File: src/rtl/core/clr_pkg.sv
`timescale 1ns / 1ps
// ----------------------------------------------------------------------------
// clr_pkg
// Shared types and constants for the clamped line rasteriser.
// ----------------------------------------------------------------------------
package clr_pkg;

	localparam int COORD_W     = 6;
	localparam int SIZE_W      = 7;
	localparam int ERR_W       = 10;
	localparam int ADDR_W      = 12;
	localparam int GLYPH_W     = 8;
	localparam int IN_W        = 16;
	localparam int SIZE_CAP    = 64;

	localparam int DEF_MAX_WIDTH  = 64;
	localparam int DEF_MAX_HEIGHT = 64;

	localparam logic [SIZE_W-1:0] SIZE_RESET = 7'd64;

	// register index, taken from paddr[2]
	localparam logic REG_WIDTH  = 1'b0;
	localparam logic REG_HEIGHT = 1'b1;

	typedef enum logic [1:0] {
		ST_IDLE,
		ST_SETUP,
		ST_WALK
	} clr_state_t;

	typedef struct packed {
		logic capture;
		logic setup;
		logic step;
	} clr_cmd_t;

	typedef struct packed {
		logic zero_len;
		logic last;
		logic out_free;
	} clr_sts_t;

endpackage

File: src/rtl/core/clamped_line_rasterizer.sv
`timescale 1ns / 1ps
// ----------------------------------------------------------------------------
// clamped_line_rasterizer
// Clamps two endpoints into the buffer and walks the line with Bresenham
// error stepping, one pixel write per transfer.
// ----------------------------------------------------------------------------
// Usage:
//   Input channel (in_valid/in_stall) takes one line command: start_x/y,
//   end_x/y (signed 16 bit) and a glyph. Output channel (out_valid/out_stall)
//   gives one transfer per plotted point: point_x/y, cell_address, glyph_out,
//   with last_point set on the final one. The far endpoint is not plotted;
//   a line whose clamped endpoints coincide gives no transfer.
//   The command is captured in idle, the walker is loaded in set-up, and each
//   step then loads a point into the output register; the Bresenham stepper
//   gives one point per cycle while the output is free, at most 63 points.
//   The next command is taken while the last point still waits in the
//   output register.
//   out_stall holds the output register and freezes the stepper.
//   Width and height registers sit at byte addresses 0 and 4 of the APB port;
//   write them only while idle. Reset sets both to 64 and empties the output.
// ----------------------------------------------------------------------------
module clamped_line_rasterizer
	import clr_pkg::*;
#(
	parameter int MAX_WIDTH  = DEF_MAX_WIDTH,
	parameter int MAX_HEIGHT = DEF_MAX_HEIGHT
) (
	input  logic                   clk,
	input  logic                   arst_n,
	input  logic                   psel,
	input  logic                   penable,
	input  logic                   pwrite,
	input  logic [2:0]             paddr,
	input  logic [31:0]            pwdata,
	output logic [31:0]            prdata,
	output logic                   pready,
	input  logic                   in_valid,
	output logic                   in_stall,
	input  logic signed [IN_W-1:0] start_x,
	input  logic signed [IN_W-1:0] start_y,
	input  logic signed [IN_W-1:0] end_x,
	input  logic signed [IN_W-1:0] end_y,
	input  logic [GLYPH_W-1:0]     glyph,
	output logic                   out_valid,
	input  logic                   out_stall,
	output logic [COORD_W-1:0]     point_x,
	output logic [COORD_W-1:0]     point_y,
	output logic [ADDR_W-1:0]      cell_address,
	output logic [GLYPH_W-1:0]     glyph_out,
	output logic                   last_point
);

	logic [SIZE_W-1:0] width_q;
	logic [SIZE_W-1:0] height_q;
	logic              wr_en;

	assign pready = 1'b1;
	assign wr_en  = psel && penable && pwrite && pready;

	always_ff @(posedge clk or negedge arst_n) begin
		if (!arst_n) begin
			width_q  <= SIZE_RESET;
			height_q <= SIZE_RESET;
		end else if (wr_en) begin
			unique case (paddr[2])
				REG_WIDTH:  width_q  <= pwdata[SIZE_W-1:0];
				REG_HEIGHT: height_q <= pwdata[SIZE_W-1:0];
				default:    width_q  <= width_q;
			endcase
		end
	end

	always_comb begin
		unique case (paddr[2])
			REG_WIDTH:  prdata = {(32-SIZE_W)'(0), width_q};
			REG_HEIGHT: prdata = {(32-SIZE_W)'(0), height_q};
			default:    prdata = '0;
		endcase
	end

	clr_cmd_t cmd;
	clr_sts_t sts;

	clr_ctrl u_ctrl (
		.clk      (clk),
		.arst_n   (arst_n),
		.in_valid (in_valid),
		.in_stall (in_stall),
		.sts      (sts),
		.cmd      (cmd)
	);

	clr_datapath #(
		.MAX_WIDTH  (MAX_WIDTH),
		.MAX_HEIGHT (MAX_HEIGHT)
	) u_datapath (
		.clk          (clk),
		.arst_n       (arst_n),
		.cmd          (cmd),
		.sts          (sts),
		.width_cfg    (width_q),
		.height_cfg   (height_q),
		.start_x      (start_x),
		.start_y      (start_y),
		.end_x        (end_x),
		.end_y        (end_y),
		.glyph        (glyph),
		.out_valid    (out_valid),
		.out_stall    (out_stall),
		.point_x      (point_x),
		.point_y      (point_y),
		.cell_address (cell_address),
		.glyph_out    (glyph_out),
		.last_point   (last_point)
	);

endmodule

File: src/rtl/core/clr_ctrl.sv
`timescale 1ns / 1ps
// ----------------------------------------------------------------------------
// clr_ctrl
// Command sequencer: accept, set up, then walk one point per transfer.
// ----------------------------------------------------------------------------
module clr_ctrl
	import clr_pkg::*;
(
	input  logic     clk,
	input  logic     arst_n,
	input  logic     in_valid,
	output logic     in_stall,
	input  clr_sts_t sts,
	output clr_cmd_t cmd
);

	clr_state_t state_q;
	clr_state_t state_d;

	always_ff @(posedge clk or negedge arst_n) begin
		if (!arst_n) begin
			state_q <= ST_IDLE;
		end else begin
			state_q <= state_d;
		end
	end

	always_comb begin
		state_d = state_q;
		unique case (state_q)
			ST_IDLE: begin
				if (in_valid) state_d = ST_SETUP;
			end
			ST_SETUP: begin
				state_d = sts.zero_len ? ST_IDLE : ST_WALK;
			end
			ST_WALK: begin
				if (sts.out_free && sts.last) state_d = ST_IDLE;
			end
			default: state_d = ST_IDLE;
		endcase
	end

	always_comb begin
		cmd      = '0;
		in_stall = 1'b1;
		unique case (state_q)
			ST_IDLE: begin
				in_stall    = 1'b0;
				cmd.capture = in_valid;
			end
			ST_SETUP: begin
				cmd.setup = 1'b1;
			end
			ST_WALK: begin
				cmd.step = sts.out_free;
			end
			default: in_stall = 1'b1;
		endcase
	end

endmodule

File: src/rtl/core/clr_datapath.sv
`timescale 1ns / 1ps
// ----------------------------------------------------------------------------
// clr_datapath
// Endpoint clamping, line classification, Bresenham stepper and output
// register.
// ----------------------------------------------------------------------------
module clr_datapath
	import clr_pkg::*;
#(
	parameter int MAX_WIDTH  = DEF_MAX_WIDTH,
	parameter int MAX_HEIGHT = DEF_MAX_HEIGHT
) (
	input  logic                      clk,
	input  logic                      arst_n,
	input  clr_cmd_t                  cmd,
	output clr_sts_t                  sts,
	input  logic [SIZE_W-1:0]         width_cfg,
	input  logic [SIZE_W-1:0]         height_cfg,
	input  logic signed [IN_W-1:0]    start_x,
	input  logic signed [IN_W-1:0]    start_y,
	input  logic signed [IN_W-1:0]    end_x,
	input  logic signed [IN_W-1:0]    end_y,
	input  logic [GLYPH_W-1:0]        glyph,
	output logic                      out_valid,
	input  logic                      out_stall,
	output logic [COORD_W-1:0]        point_x,
	output logic [COORD_W-1:0]        point_y,
	output logic [ADDR_W-1:0]         cell_address,
	output logic [GLYPH_W-1:0]        glyph_out,
	output logic                      last_point
);

	localparam int W_CAP = (MAX_WIDTH < SIZE_CAP) ? MAX_WIDTH : SIZE_CAP;
	localparam int H_CAP = (MAX_HEIGHT < SIZE_CAP) ? MAX_HEIGHT : SIZE_CAP;

	function automatic logic [SIZE_W-1:0] eff_size(input logic [SIZE_W-1:0] r,
			input logic [SIZE_W-1:0] cap);
		logic [SIZE_W-1:0] s;
		s = (r == '0) ? SIZE_W'(1) : r;
		if (s > cap) s = cap;
		return s;
	endfunction

	function automatic logic [COORD_W-1:0] clamp(input logic signed [IN_W-1:0] v,
			input logic [COORD_W-1:0] hi);
		logic [COORD_W-1:0] r;
		if (v[IN_W-1]) r = '0;
		else if (v > $signed({(IN_W-COORD_W)'(0), hi})) r = hi;
		else r = v[COORD_W-1:0];
		return r;
	endfunction

	logic [SIZE_W-1:0]  w_eff;
	logic [SIZE_W-1:0]  h_eff;
	logic [COORD_W-1:0] x_hi;
	logic [COORD_W-1:0] y_hi;

	assign w_eff = eff_size(width_cfg, SIZE_W'(W_CAP));
	assign h_eff = eff_size(height_cfg, SIZE_W'(H_CAP));
	assign x_hi  = COORD_W'(w_eff - SIZE_W'(1));
	assign y_hi  = COORD_W'(h_eff - SIZE_W'(1));

	// clamped endpoints
	logic [COORD_W-1:0] x0_q, y0_q, x1_q, y1_q;
	logic [GLYPH_W-1:0] glyph_q;

	always_ff @(posedge clk) begin
		if (cmd.capture) begin
			x0_q    <= clamp(start_x, x_hi);
			y0_q    <= clamp(start_y, y_hi);
			x1_q    <= clamp(end_x, x_hi);
			y1_q    <= clamp(end_y, y_hi);
			glyph_q <= glyph;
		end
	end

	// classification
	logic [COORD_W-1:0] adx, ady;
	logic               steep;
	logic               swap;
	logic [COORD_W-1:0] sx, sy, ex, ey;
	logic [COORD_W-1:0] maj0, min0, stop0, dmaj0, dmin0;
	logic               neg0;
	logic signed [ERR_W-1:0] err0;

	always_comb begin
		adx   = (x1_q >= x0_q) ? x1_q - x0_q : x0_q - x1_q;
		ady   = (y1_q >= y0_q) ? y1_q - y0_q : y0_q - y1_q;
		steep = (ady >= adx);
		swap  = steep ? (y0_q > y1_q) : (x0_q > x1_q);
		sx    = swap ? x1_q : x0_q;
		sy    = swap ? y1_q : y0_q;
		ex    = swap ? x0_q : x1_q;
		ey    = swap ? y0_q : y1_q;
		if (steep) begin
			maj0  = sy;
			min0  = sx;
			stop0 = ey;
			dmaj0 = ady;
			dmin0 = adx;
			neg0  = (ex < sx);
		end else begin
			maj0  = sx;
			min0  = sy;
			stop0 = ex;
			dmaj0 = adx;
			dmin0 = ady;
			neg0  = (ey < sy);
		end
		err0 = $signed({(ERR_W-COORD_W-1)'(0), dmin0, 1'b0})
			- $signed({(ERR_W-COORD_W)'(0), dmaj0});
	end

	// walker state
	logic                    steep_q;
	logic [COORD_W-1:0]      cur_major_q;
	logic [COORD_W-1:0]      cur_minor_q;
	logic [COORD_W-1:0]      stop_q;
	logic [COORD_W-1:0]      dmaj_q;
	logic [COORD_W-1:0]      dmin_q;
	logic                    neg_q;
	logic signed [ERR_W-1:0] err_q;

	logic signed [ERR_W-1:0] two_dmin;
	logic signed [ERR_W-1:0] two_diff;
	logic [COORD_W:0]        major_inc;
	logic [COORD_W-1:0]      px, py;

	assign two_dmin  = $signed({(ERR_W-COORD_W-1)'(0), dmin_q, 1'b0});
	assign two_diff  = two_dmin - $signed({(ERR_W-COORD_W-1)'(0), dmaj_q, 1'b0});
	assign major_inc = {1'b0, cur_major_q} + (COORD_W+1)'(1);
	assign px        = steep_q ? cur_minor_q : cur_major_q;
	assign py        = steep_q ? cur_major_q : cur_minor_q;

	always_ff @(posedge clk) begin
		if (cmd.setup) begin
			steep_q     <= steep;
			cur_major_q <= maj0;
			cur_minor_q <= min0;
			stop_q      <= stop0;
			dmaj_q      <= dmaj0;
			dmin_q      <= dmin0;
			neg_q       <= neg0;
			err_q       <= err0;
		end else if (cmd.step) begin
			cur_major_q <= major_inc[COORD_W-1:0];
			if (err_q > 0) begin
				cur_minor_q <= neg_q ? cur_minor_q - COORD_W'(1)
					: cur_minor_q + COORD_W'(1);
				err_q       <= err_q + two_diff;
			end else begin
				err_q <= err_q + two_dmin;
			end
		end
	end

	// output register
	logic                 out_valid_q;
	logic [COORD_W-1:0]   point_x_q, point_y_q;
	logic [ADDR_W-1:0]    cell_address_q;
	logic [GLYPH_W-1:0]   glyph_out_q;
	logic                 last_point_q;
	logic [SIZE_W+COORD_W-1:0] row_base;

	assign row_base = w_eff * py;

	always_ff @(posedge clk or negedge arst_n) begin
		if (!arst_n) begin
			out_valid_q <= 1'b0;
		end else if (cmd.step) begin
			out_valid_q <= 1'b1;
		end else if (!out_stall) begin
			out_valid_q <= 1'b0;
		end
	end

	always_ff @(posedge clk) begin
		if (cmd.step) begin
			point_x_q      <= px;
			point_y_q      <= py;
			cell_address_q <= ADDR_W'(row_base + (SIZE_W+COORD_W)'(px));
			glyph_out_q    <= glyph_q;
			last_point_q   <= sts.last;
		end
	end

	assign sts.zero_len = (dmaj0 == '0);
	assign sts.last     = (major_inc == {1'b0, stop_q});
	assign sts.out_free = !out_valid_q || !out_stall;

	assign out_valid    = out_valid_q;
	assign point_x      = point_x_q;
	assign point_y      = point_y_q;
	assign cell_address = cell_address_q;
	assign glyph_out    = glyph_out_q;
	assign last_point   = last_point_q;

`ifndef SYNTHESIS
	a_step_needs_room: assert property (@(posedge clk) disable iff (!arst_n)
		cmd.step |-> sts.out_free)
		else $error("step issued while output register busy");

	a_step_in_range: assert property (@(posedge clk) disable iff (!arst_n)
		cmd.step |-> (cur_major_q < stop_q))
		else $error("walker stepped past its stop coordinate");

	a_zero_len_no_step: assert property (@(posedge clk) disable iff (!arst_n)
		cmd.setup && sts.zero_len |=> !cmd.step)
		else $error("degenerate line produced a point");
`endif

endmodule
File: config.mk
export PLATFORM = sky130hd
export DESIGN_NAME = clamped_line_rasterizer
export DESIGN_NICKNAME = d
export VERILOG_FILES = /design/src/rtl/core/clr_pkg.sv /design/src/rtl/core/clamped_line_rasterizer.sv /design/src/rtl/core/clr_ctrl.sv /design/src/rtl/core/clr_datapath.sv
export SDC_FILE = /design/constraint.sdc
export NUM_CORES = 1
export LEC_CHECK = 0
export BUFFER_PORTS_ARGS = -buffer_cell sky130_fd_sc_hd__buf_2
export CORE_MARGIN = 1.5
export CORE_UTILIZATION = 46
export CTS_BUF_LIST = sky130_fd_sc_hd__clkbuf_8
export DETAILED_ROUTE_END_ITERATION = 7
export PLACE_DENSITY = 0.75
export SLEW_MARGIN = 0
export SYNTH_ARGS = -nofsm -noshare
export SYNTH_HDL_FRONTEND = slang
export SYNTH_SLANG_ARGS = --single-unit
File: constraint.sdc
create_clock -name clk -period 7.1 [get_ports clk]
set_input_delay 0.71 -clock clk [delete_from_list [all_inputs] [get_ports clk]]
set_output_delay 0.71 -clock clk [all_outputs]
set_load 0.02 [all_outputs]
==> impl_metrics.toml <==
[critical_path]
path_delay_family = "compound AO/OA/AOI/OAI gates"
crit_chain = "inv_1 -> ha_1 -> inv_1 -> fa_1 -> a21oi_2 -> o21ai_2 -> a211oi_4 -> mux2_4 -> xor2_1 -> ha_1 -> a21o_1 -> a21oi_1 -> o21ai_1 -> a21oi_4 -> inv_2 -> a21boi_0 -> inv_1 -> ha_1 -> and2_1 -> o21ai_0 -> o21ai_1 -> o31a_1 -> or4_4 -> o21ai_2"
r2r_end = "u_datapath.err_q[8]"
rr_worst_depth = 24
cp_num_buf_inv = 4
cp.arrival_ns = 6.22
crit_path_end_kind = "flop"
regToRegSetupSlack_ns = 1.21
cp_slowest_cell = "edfxtp_1"
crit_cells = 24
critPathMaxFanout = 18
crit_type = "flop to flop"
cp_slowest_stage_delay_ns = 0.48
required_ns = 7.43
startpoint = "u_datapath.x1_q[0]"
setup.worst_path.end = "u_datapath.err_q[8]"
r2r_start = "u_datapath.x1_q[0]"
worstSetupStartpointType = "flop"

[cells_and_area]
antenna_cells = 0
final_common_cell = "buf_2"
nets = 1412
layout_common_cells = "buf_2, ha_1, inv_1"
nFillCells = 1969
syn_to_final_growth_pct = 11.4
drive_gt1_share_pct = 19.1

[grt]
grt_antenna_before_repair = 0
grt_usage_pct = 20.4
grt_pass1_vias = 7760
grt_pass1_wl_mm = 38.3
grt_max_degree = 36
globalRouteOverflowTotal = 0

[clock_tree]
clock_tree.root_cell = "clkbuf_8"
post_cts_resized = 0
clk_latency_ns = 0.46
clk_pin_slew_ns = 0.09
post_cts_buffers = 0
cts_max_level = 4
cts_num_sinks = 124
cts_tree = "yes"
numCtsBuffers = 17
hold_buffers = 0
cts_buffer_depth = 2

[timing]
finClkSkew_ns = 0.0146
worst_pin_slew_ns = 1.10
setup_violations = 0
timing.final.crit_share_pct = 83.0
max_freq_mhz = 170
rsz0062_at_grt = "no"
drv_slew = 0
slew_headroom_pct = 26.6
setup_tns_ns = 0
post-route-min-period_ns = 5.89
finalHoldViolCount = 0

[route]
wire_per_inst_um = 15.9
drc_errors = 0
routed_wl_mm = 23.1
drt_iter0_markers = 543
avgViaCountPerCell = 5.41
first_pass_iters = 7
via_count = 7846
ant_nets = 0

[logic_synthesis]
synth.area.top_cells = "edfxtp_1, ha_1, fa_1, inv_1, dfrtp_1"
synth_top_area_share_pct = 31.1
netlist_area_um2 = 10300
avgSynthCellArea_um2 = 9.94
synth_flop_cell = "edfxtp_1"
yosys.area.top_type = "edfxtp_1"
synthCells = 1039
async_flop_share_pct = 13.7
ys_warn_count = 0
ys_ff_latch = 124
synth-edff-count = 107
yosysUniqueCellTypes = 74
yosysSeqAreaShare_pct = 35.2

[floorplanning]
start_util_pct = 47.0
rows = 54
ios = 182
die_area_um2 = 23400
core_area_um2 = 22000
die_h_um = 153
die_w_um = 153

[placed_design]
numPortBuffers = 128
globalplace.congestion = 0.920
dp_hpwl_mm = 18.4

[status]
status = "completed"

[flow_run]
cap_violations = 0

[worst_hold_path]
hold_path_class = "input pin to asynchronous set/reset pin"
[cells by family (layout without fill, tap and decap cells)]
logic type / Yosys count / in the layout / synth area share (%)
xor gates and xnor gates: 50 / 50 / 4.31
buffers and inverters: 168 / 275 / 7.34
and+or+nand+nor: 256 / 256 / 11.8
muxes: 71 / 71 / 7.59
other: 2 / 26 / 0.0727
DFF: 124 / 124 / 35.2
adders and majority gates: 141 / 141 / 19.3
AOI/OAI and AO/OA: 227 / 227 / 14.3
[synth_stat cells (5+ instances only)]
cell / count
a31oi_1: 5
clkbuf_1: 22
buf_4: 27
edfxtp_1: 107
mux2i_1: 35
a211oi_1: 13
nand3b_1: 10
and2_1: 5
fa_1: 31
xnor2_1: 33
mux2_2: 31
nand2b_1: 18
nor4_1: 7
o211ai_1: 9
a21o_1: 19
inv_1: 109
nor2_1: 72
o21a_1: 12
nand3_1: 17
nand2_1: 74
o21ai_0: 45
o21ai_2: 5
xor2_1: 16
nand4_1: 10
ha_1: 110
a21oi_1: 73
nor2b_1: 11
nor3_1: 15
o21bai_1: 9
dfrtp_1: 15
[worst min-delay path by stage]
stage / from / end / cells past startpoint
6_report: arst_n / height_q[4] / 1
5_1_grt: arst_n / height_q[2] / 1
4_1_cts: arst_n / height_q[4] / 1
3_5_place_dp: u_datapath.glyph_q[7] / u_datapath.glyph_out[7] / 0
3_3_place_gp: u_datapath.glyph_q[1] / u_datapath.glyph_out[1] / 0
2_1_floorplan: u_datapath.glyph_q[0] / u_datapath.glyph_out[0] / 0
[layout make-up]
cell class	count	area (µm²)	area share, %
Clock inverter	15	159	1.38
Sequential cell	124	3640	31.6
Timing Repair Buffer	133	678	5.89
Inverter	110	413	3.59
Multi-Input combinational cell	771	6040	52.4
Clock buffer	17	234	2.03
Tap cell	280	350	3.04
[flip-flops by register name, indices dropped and copies added, names as in the netlist]
| signal | flops |
|---|---|
| u_datapath.cell_address | 12 |
| u_datapath.err_q | 10 |
| u_datapath.glyph_out | 8 |
| u_datapath.glyph_q | 8 |
| height_q | 7 |
| width_q | 7 |
| u_datapath.cur_major_q | 6 |
| u_datapath.cur_minor_q | 6 |
| u_datapath.dmaj_q | 6 |
| u_datapath.dmin_q | 6 |
| u_datapath.point_x | 6 |
| u_datapath.point_y | 6 |
| u_datapath.stop_q | 6 |
| u_datapath.x0_q | 6 |
| u_datapath.x1_q | 6 |
| u_datapath.y0_q | 6 |
| u_datapath.y1_q | 6 |
| u_ctrl.state_q | 2 |
| u_datapath.last_point | 1 |
| u_datapath.neg_q | 1 |
| u_datapath.out_valid | 1 |
| u_datapath.steep_q | 1 |
[through the flow]
stage / utilization (%) / hold slack, ns / cell area, µm² / worst slack [ns] / instances
final: 52.4 / 0.182 / 11500 / 1.21 / 1450
after global placement: 50.6 / 0.400 / 11100 / 1.30 / 1418
after detailed placement: 50.6 / 0.406 / 11100 / 1.24 / 1418
after global routing: 52.4 / 0.196 / 11500 / 0.751 / 1450
after CTS: 52.4 / 0.179 / 11500 / 1.20 / 1450
after floorplan: - / 0.400 / 10400 / 1.44 / 1063
[routing by layer]
metal | GRT usage (%) | part of all wire [%]
met5 | 0 | 0
met2 | 34.6 | 47
met3 | 3.12 | 5.6
met4 | 5.84 | 1.5
met1 | 27.2 | 45
Power is not shown: default switching activity piles up to over one toggle a cycle in this logic, so the estimate is an artifact.
